[config.mk]
export PLATFORM = sky130hd
export DESIGN_NAME = circular_deque
export DESIGN_NICKNAME = d
export VERILOG_FILES = /design/src/rtl/core/cdq_pkg.sv /design/src/rtl/core/cdq_ctrl.sv /design/src/rtl/core/cdq_dpath.sv /design/src/rtl/core/circular_deque.sv
export SDC_FILE = /design/constraint.sdc
export NUM_CORES = 1
export LEC_CHECK = 0
export BUFFER_PORTS_ARGS = -buffer_cell sky130_fd_sc_hd__buf_2
export CORE_ASPECT_RATIO = 1.2
export CORE_MARGIN = 2
export CORE_UTILIZATION = 50
export CTS_BUF_LIST = sky130_fd_sc_hd__clkbuf_8
export DETAILED_ROUTE_END_ITERATION = 8
export GPL_TIMING_DRIVEN = 1
export PLACE_DENSITY = 0.69
export SKIP_LAST_GASP = 1
export SYNTH_ARGS = -nofsm -noshare
export SYNTH_HDL_FRONTEND = slang
export SYNTH_SLANG_ARGS = --single-unit
[constraint.sdc]
create_clock -name clk -period 10.05 [get_ports clk]
set_input_delay 2.01 -clock clk [delete_from_list [all_inputs] [get_ports clk]]
set_output_delay 2.01 -clock clk [all_outputs]
set_load 0.005 [all_outputs]
[src/rtl/core/cdq_pkg.sv]
`default_nettype none

package cdq_pkg;

	localparam int CFG_W     = 5;
	localparam int DATA_W    = 32;
	localparam int CAP_RESET = 16;

	typedef enum logic [2:0] {
		OP_INS_FRONT = 3'd0,
		OP_INS_REAR  = 3'd1,
		OP_DEL_FRONT = 3'd2,
		OP_DEL_REAR  = 3'd3,
		OP_QUERY     = 3'd4
	} op_t;

	typedef struct packed {
		logic [2:0]               opcode;
		logic signed [DATA_W-1:0] value;
	} req_t;

	typedef struct packed {
		logic                     ok;
		logic signed [DATA_W-1:0] front_value;
		logic signed [DATA_W-1:0] rear_value;
		logic                     values_valid;
		logic                     is_empty;
		logic                     is_full;
	} res_t;

	// controller -> datapath commands
	typedef struct packed {
		logic load;    // capture request word
		logic exec;    // update indices, count, store write
		logic read;    // read front/rear entries, latch flags
		logic cfg_wr;  // capacity write, empties the deque
	} ctl_t;

endpackage

`default_nettype wire

[src/rtl/core/cdq_ctrl.sv]
`default_nettype none

module cdq_ctrl
	import cdq_pkg::*;
(
	input  wire logic clk,
	input  wire logic arst_n,
	input  wire logic start,
	input  wire logic cfg_valid,
	output logic      busy,
	output logic      cfg_ready,
	output logic      done,
	output ctl_t      ctl
);

	typedef enum logic [3:0] {
		S_IDLE = 4'b0001,
		S_EXEC = 4'b0010,
		S_READ = 4'b0100,
		S_OUT  = 4'b1000
	} state_t;

	state_t state_q, state_nxt;
	logic   accept;

	assign busy      = (state_q == S_EXEC) || (state_q == S_READ);
	assign accept    = start && !busy;
	assign cfg_ready = (state_q == S_IDLE);
	assign done      = (state_q == S_OUT);

	always_comb begin
		ctl.load   = accept;
		ctl.exec   = (state_q == S_EXEC);
		ctl.read   = (state_q == S_READ);
		ctl.cfg_wr = cfg_valid && cfg_ready;
	end

	always_comb begin
		state_nxt = state_q;
		case (state_q)
			S_IDLE: begin
				if (accept) state_nxt = S_EXEC;
			end
			S_EXEC: state_nxt = S_READ;
			S_READ: state_nxt = S_OUT;
			S_OUT: begin
				state_nxt = accept ? S_EXEC : S_IDLE;
			end
			default: state_nxt = S_IDLE;
		endcase
	end

	always_ff @(posedge clk or negedge arst_n) begin
		if (!arst_n) begin
			state_q <= S_IDLE;
		end else begin
			state_q <= state_nxt;
		end
	end

endmodule

`default_nettype wire

[src/rtl/core/cdq_dpath.sv]
`default_nettype none

module cdq_dpath
	import cdq_pkg::*;
#(
	parameter int MAX_DEPTH = 16
) (
	input  wire logic             clk,
	input  wire logic             arst_n,
	input  wire ctl_t             ctl,
	input  wire req_t             cmd,
	input  wire logic [CFG_W-1:0] cfg_data,
	output res_t                  result
);

	localparam int IDX_W   = (MAX_DEPTH > 1) ? $clog2(MAX_DEPTH) : 1;
	localparam int CNT_W   = $clog2(MAX_DEPTH + 1) > 0 ? $clog2(MAX_DEPTH + 1) : 1;
	localparam int CAP_RST = (MAX_DEPTH < CAP_RESET) ? MAX_DEPTH : CAP_RESET;

	logic [DATA_W-1:0] mem [MAX_DEPTH];

	logic [2:0]        op_q;
	logic [DATA_W-1:0] val_q;
	logic [CNT_W-1:0]  cap_q;
	logic [CNT_W-1:0]  cnt_q;
	logic [IDX_W-1:0]  front_q;
	logic [IDX_W-1:0]  rear_q;

	logic              ok_q;
	logic              valid_q;
	logic              full_q;
	logic [DATA_W-1:0] front_rd_q;
	logic [DATA_W-1:0] rear_rd_q;

	logic [CNT_W-1:0]  cap_new;
	logic [IDX_W-1:0]  cap_m1;
	logic [IDX_W-1:0]  front_inc, front_dec, rear_inc, rear_dec;
	logic              has_room, has_item;

	logic              wr_en;
	logic [IDX_W-1:0]  wr_addr;
	logic [IDX_W-1:0]  front_nxt, rear_nxt;
	logic [CNT_W-1:0]  cnt_nxt;
	logic              ok_nxt;

	// ring step modulo current capacity
	function automatic logic [IDX_W-1:0] idx_inc(input logic [IDX_W-1:0] idx,
	                                             input logic [CNT_W-1:0] cap);
		logic [CNT_W-1:0] nxt;
		nxt = CNT_W'(idx) + CNT_W'(1);
		return (nxt == cap) ? '0 : IDX_W'(nxt);
	endfunction

	function automatic logic [IDX_W-1:0] idx_dec(input logic [IDX_W-1:0] idx,
	                                             input logic [IDX_W-1:0] top);
		return (idx == '0) ? top : idx - IDX_W'(1);
	endfunction

	// capacity clamp: zero -> one, above depth -> depth
	always_comb begin
		if (cfg_data == '0) begin
			cap_new = CNT_W'(1);
		end else if (32'(cfg_data) > 32'(MAX_DEPTH)) begin
			cap_new = CNT_W'(MAX_DEPTH);
		end else begin
			cap_new = CNT_W'(cfg_data);
		end
	end

	assign cap_m1    = IDX_W'(cap_q - CNT_W'(1));
	assign front_inc = idx_inc(front_q, cap_q);
	assign rear_inc  = idx_inc(rear_q, cap_q);
	assign front_dec = idx_dec(front_q, cap_m1);
	assign rear_dec  = idx_dec(rear_q, cap_m1);
	assign has_room  = cnt_q < cap_q;
	assign has_item  = cnt_q != '0;

	always_comb begin
		wr_en     = 1'b0;
		wr_addr   = front_inc;
		front_nxt = front_q;
		rear_nxt  = rear_q;
		cnt_nxt   = cnt_q;
		ok_nxt    = 1'b0;
		case (op_q)
			OP_INS_FRONT: begin
				if (has_room) begin
					front_nxt = front_inc;
					wr_en     = 1'b1;
					wr_addr   = front_inc;
					cnt_nxt   = cnt_q + CNT_W'(1);
					ok_nxt    = 1'b1;
				end
			end
			OP_INS_REAR: begin
				if (has_room) begin
					rear_nxt = rear_dec;
					wr_en    = 1'b1;
					wr_addr  = rear_dec;
					cnt_nxt  = cnt_q + CNT_W'(1);
					ok_nxt   = 1'b1;
				end
			end
			OP_DEL_FRONT: begin
				if (has_item) begin
					front_nxt = front_dec;
					cnt_nxt   = cnt_q - CNT_W'(1);
					ok_nxt    = 1'b1;
				end
			end
			OP_DEL_REAR: begin
				if (has_item) begin
					rear_nxt = rear_inc;
					cnt_nxt  = cnt_q - CNT_W'(1);
					ok_nxt   = 1'b1;
				end
			end
			OP_QUERY: ok_nxt = 1'b1;
			default:  ok_nxt = 1'b0;
		endcase
	end

	// control state
	always_ff @(posedge clk or negedge arst_n) begin
		if (!arst_n) begin
			cap_q   <= CNT_W'(CAP_RST);
			front_q <= IDX_W'(CAP_RST - 1);
			rear_q  <= '0;
			cnt_q   <= '0;
		end else if (ctl.cfg_wr) begin
			cap_q   <= cap_new;
			front_q <= IDX_W'(cap_new - CNT_W'(1));
			rear_q  <= '0;
			cnt_q   <= '0;
		end else if (ctl.exec) begin
			front_q <= front_nxt;
			rear_q  <= rear_nxt;
			cnt_q   <= cnt_nxt;
		end
	end

	// payload
	always_ff @(posedge clk) begin
		if (ctl.load) begin
			op_q  <= cmd.opcode;
			val_q <= cmd.value;
		end
		if (ctl.exec) begin
			ok_q <= ok_nxt;
		end
		if (ctl.read) begin
			valid_q <= has_item;
			full_q  <= (cnt_q == cap_q);
		end
	end

	// ring store
	always_ff @(posedge clk) begin
		if (ctl.exec && wr_en) begin
			mem[wr_addr] <= val_q;
		end
		if (ctl.read) begin
			front_rd_q <= mem[front_q];
			rear_rd_q  <= mem[rear_q];
		end
	end

	always_comb begin
		result.ok           = ok_q;
		result.front_value  = valid_q ? front_rd_q : '0;
		result.rear_value   = valid_q ? rear_rd_q : '0;
		result.values_valid = valid_q;
		result.is_empty     = !valid_q;
		result.is_full      = full_q;
	end

endmodule

`default_nettype wire

[src/rtl/core/circular_deque.sv]
`default_nettype none

// Double-ended queue over a ring store of MAX_DEPTH 32-bit entries, of which
// the capacity register selects how many are in use (0 reads as 1, values
// above MAX_DEPTH saturate; reset capacity is 16, or MAX_DEPTH if smaller).
// A word is taken on a clock edge with start high and busy low. The block
// then steps through its exec and read states, and the result shows on
// result for exactly one cycle, marked by done.
// The receiver cannot stall: capture result whenever done is high. A new
// word may be started in the cycle done is high, so items run back to back
// through the store access sequence: the index update and store write, the
// registered read of front and rear entries, and presenting the word.
// Capacity writes go through cfg_valid/cfg_ready; cfg_ready is high only
// while the block is idle, and a write empties the deque.
module circular_deque
	import cdq_pkg::*;
#(
	parameter int MAX_DEPTH = 16
) (
	input  wire logic             clk,
	input  wire logic             arst_n,
	input  wire logic             start,
	output logic                  busy,
	input  wire req_t             cmd,
	output logic                  done,
	output res_t                  result,
	input  wire logic             cfg_valid,
	output logic                  cfg_ready,
	input  wire logic [CFG_W-1:0] cfg_data
);

	ctl_t ctl;

	// sequencing: idle -> exec -> read -> out
	cdq_ctrl u_ctrl (
		.clk       (clk),
		.arst_n    (arst_n),
		.start     (start),
		.cfg_valid (cfg_valid),
		.busy      (busy),
		.cfg_ready (cfg_ready),
		.done      (done),
		.ctl       (ctl)
	);

	// indices, count, capacity, ring store and result registers
	cdq_dpath #(
		.MAX_DEPTH (MAX_DEPTH)
	) u_dpath (
		.clk      (clk),
		.arst_n   (arst_n),
		.ctl      (ctl),
		.cmd      (cmd),
		.cfg_data (cfg_data),
		.result   (result)
	);

endmodule

`default_nettype wire

==> results.tsv <==
metric	value	unit
status	finished clean	
Worst-Margin Slew	1.22	ns
routing usage on met3	4.68	%
Synth top area share	64.3	%
DRT iter0 DRCs	1236	
core area	56900	µm²
Reg2Reg Setup Slack	5.47	ns
asr flop ratio synth	3.46	%
Area Overhead vs Synth	12.1	%
final wirelength	65.8	mm
crit path max fanout	67	
YS warnings	0	
Post-CTS Hold Buffers	0	
Slew HR	17.7	%
mux cell area share after synthesis	25.3	%
grt ovf	0	
commonest cells after routing, fill and taps aside	edfxtp_1 (614), mux4_2 (320), buf_2 (114), clkbuf_8 (100), and2_1 (65)	
number of synthesized register bits	636	
synthesized area	28700	µm²
DRT Pass-1 Iters	5	
CTS tree	built	
Final Skew	0.0369	ns
reg2reg start	u_dpath.front_q[0]	
Cells after Synth	1355	
filler cell count	4254	
Setup CP Type	flip-flop to output port	
most common cell after layout, fill and taps aside	edfxtp_1	
routed vias	14500	
GRT Overall Usage	22.8	%
CTS sink count	636	
Post-CTS Resized	0	
Worst setup SP type	flip-flop	
full die area	59300	µm²
hold slack	0.584	ns
Die X	223	µm
main combinational cell family by area after synthesis	multiplexers	
GR Layer Usage met2	38.2	%
Setup crit end	busy	
# IOs	115	
Synth Area per Inst	21.2	µm²
post-DP HPWL	36.7	mm
number of H-tree levels	3	
simple-gate share of the synthesized area	3.63	%
DRC Markers	0	
sequential area share after synthesis	66.2	%
vias in the first global route	15400	
Unique masters post-synth	61	
number of flops mapped to enable cells by yosys	614	
Rows	96	
largest cells by area after synthesis	edfxtp_1 (64%), mux4_2 (25%), and2_1 (1.4%)	
antenna violations before repair	2	
R2R Path End	u_dpath.mem[6][4]	
die height	266	µm
HP Class	flip-flop to flip-flop	
Arr. time, crit path	2.75	ns
MaxCap Viol Count	0	
Setup Buffers After CTS	0	
Initial Util	50.4	%
drt wl/cell	28.3	µm
dpl cells	2139	
Via density	6.27	
clk_lat worst skew	0.71	ns
final hold violation count	0	
R2R cell count	9	
Longest Clk Path Bufs	3	
top cell type by total area after synthesis	edfxtp_1	
P_leak	10.4	nW
synthesized net count	1414	
largest net degree at the start of global routing	92	
Post-Synth XOR/XNOR Area	0.628	%
Antenna Violating Nets Remaining	0	
CTS Buf Count	99	
fmax	210	MHz
worst setup margin	5.29	ns
Finished Layout Cells	2320	
grt peak-use layer	met2	
period utilization	47.4	%
maximum VDD drop	0.000139	V
first-pass GRT wire length	98.1	mm
clock-pin slew on the worst setup and hold paths	0.07	ns
layout cell share with drive strength beyond 1	40.4	%
RSZ-0062 raised after global routing	false	
final max-slew violation count	0	
Setup violations, final	0	
Cell Pwr Density	241	nW/µm²
NumNets Final	1564	
minimum clock period	4.76	ns
CP startpoint	u_ctrl.state_q[2]	
Post-synth top flop	edfxtp_1	
Setup TNS Final	0	ns
nature of the critical path endpoint	output port	
buffers added on ports	114	
GPL Wtd Cong	0.874	
pre-CTS setup slack	5.46	ns
Global Route met1 Usage	30.3	%
clk root buf	clkbuf_8	
Required @ worst endpoint	8.04	ns
Compound-Gate Fraction of Synth Area	1.71	%
Synth Area in Adders	0.681	%
[synthesized netlist by cell type (3+ instances only)]
master and instances:
mux2i_1 5, buf_4 10, nor3b_1 7, nor4_1 3, nor2b_1 3, nor2_1 32, clkbuf_1 37, nand2_1 20
a21o_1 4, o21ai_0 19, and3_1 4, dfstp_2 6, o211ai_1 7, or3_1 4, inv_1 16, nor4b_1 7
buf_2 26, edfxtp_1 614, nand2b_1 5, and2_1 66, buf_1 16, xor2_1 9, ha_1 14, dfrtp_1 16
a31oi_1 3, mux4_2 320, nand3_1 10, a211oi_1 5, o21bai_1 3, nor3_1 7, xnor2_1 9, a21oi_1 12
a32oi_1 4
[metal layers]
metal	routed length, µm	vias up	part of all wire (%)
li1	-	6135	-
met1	25900	7738	39
met2	33800	584	51
met3	4800	92	7.3
met4	1290	0	2.0
met5	0	-	0
[registers in the layout (all words and copies together), names as in the netlist]
register            flops
u_dpath.val_q          32
u_dpath.cap_q           5
u_dpath.rear_q          4
u_ctrl.state_q          4
u_dpath.front_rd_q     32
u_dpath.full_q          1
u_dpath.op_q            3
u_dpath.rear_rd_q      32
u_dpath.front_q         4
u_dpath.ok_q            1
u_dpath.mem           512
u_dpath.valid_q         1
u_dpath.cnt_q           5
[power breakdown]
part	internal, mW	switching, mW	leakage [nW]
sequential	3.12	0.298	5.82
combinational	1.09	0.949	3.41
clock	1.25	1.04	1.12
[area by class of cell]
class                      count  area, µm²  area share, %
antenna                        1       2.50        0.00778
clock buffer                 100       1380           4.28
clock inverter                80        687           2.14
inverter                      18       67.6          0.210
multi-input combinational    608       9290           28.9
sequential                   636      19000           59.1
tap                          735        920           2.86
timing repair buffer         142        793           2.47
[worst min path at each step]
stage               cells after the start                end  slack [ns]              start
floorplan                               1  u_ctrl.state_q[3]        0.51  u_ctrl.state_q[1]
global placement                        1  u_ctrl.state_q[3]        0.55  u_ctrl.state_q[1]
detailed placement                      1  u_ctrl.state_q[3]        0.59  u_ctrl.state_q[1]
CTS                                     1  u_ctrl.state_q[3]        0.59  u_ctrl.state_q[1]
global route                            1  u_ctrl.state_q[3]        0.61  u_ctrl.state_q[1]
finish                                  1  u_ctrl.state_q[3]        0.58  u_ctrl.state_q[1]
[critical path: stages (launching register included)]
cell and delay, ns:
dfrtp_1 0.49, nor4b_2 0.26, buf_4 0.92, nor2_1 0.14
inv_1 0.12, buf_2 0.12
[stage by stage]
step	util [%]	total power, mW	cell area (µm²)
global route	56.5	8.09	32100
detailed placement	52.8	5.55	30100
global placement	52.8	5.52	30100
floorplan	-	4.97	28700
finish	56.5	7.75	32100
CTS	56.5	7.83	32100
[logic make-up (layout without fill, tap and decap cells)]
logic type	count (synthesis)	count (layout)
AO/OA/AOI/OAI	72	72
XOR/XNOR	19	19
adder cells (fa/ha/maj)	15	15
buffers and inverters	111	340
flip-flops	636	636
multiplexers	325	325
other	0	1
AND/OR/NAND/NOR	177	177
Note: power is estimated with default switching activity, not from simulation.
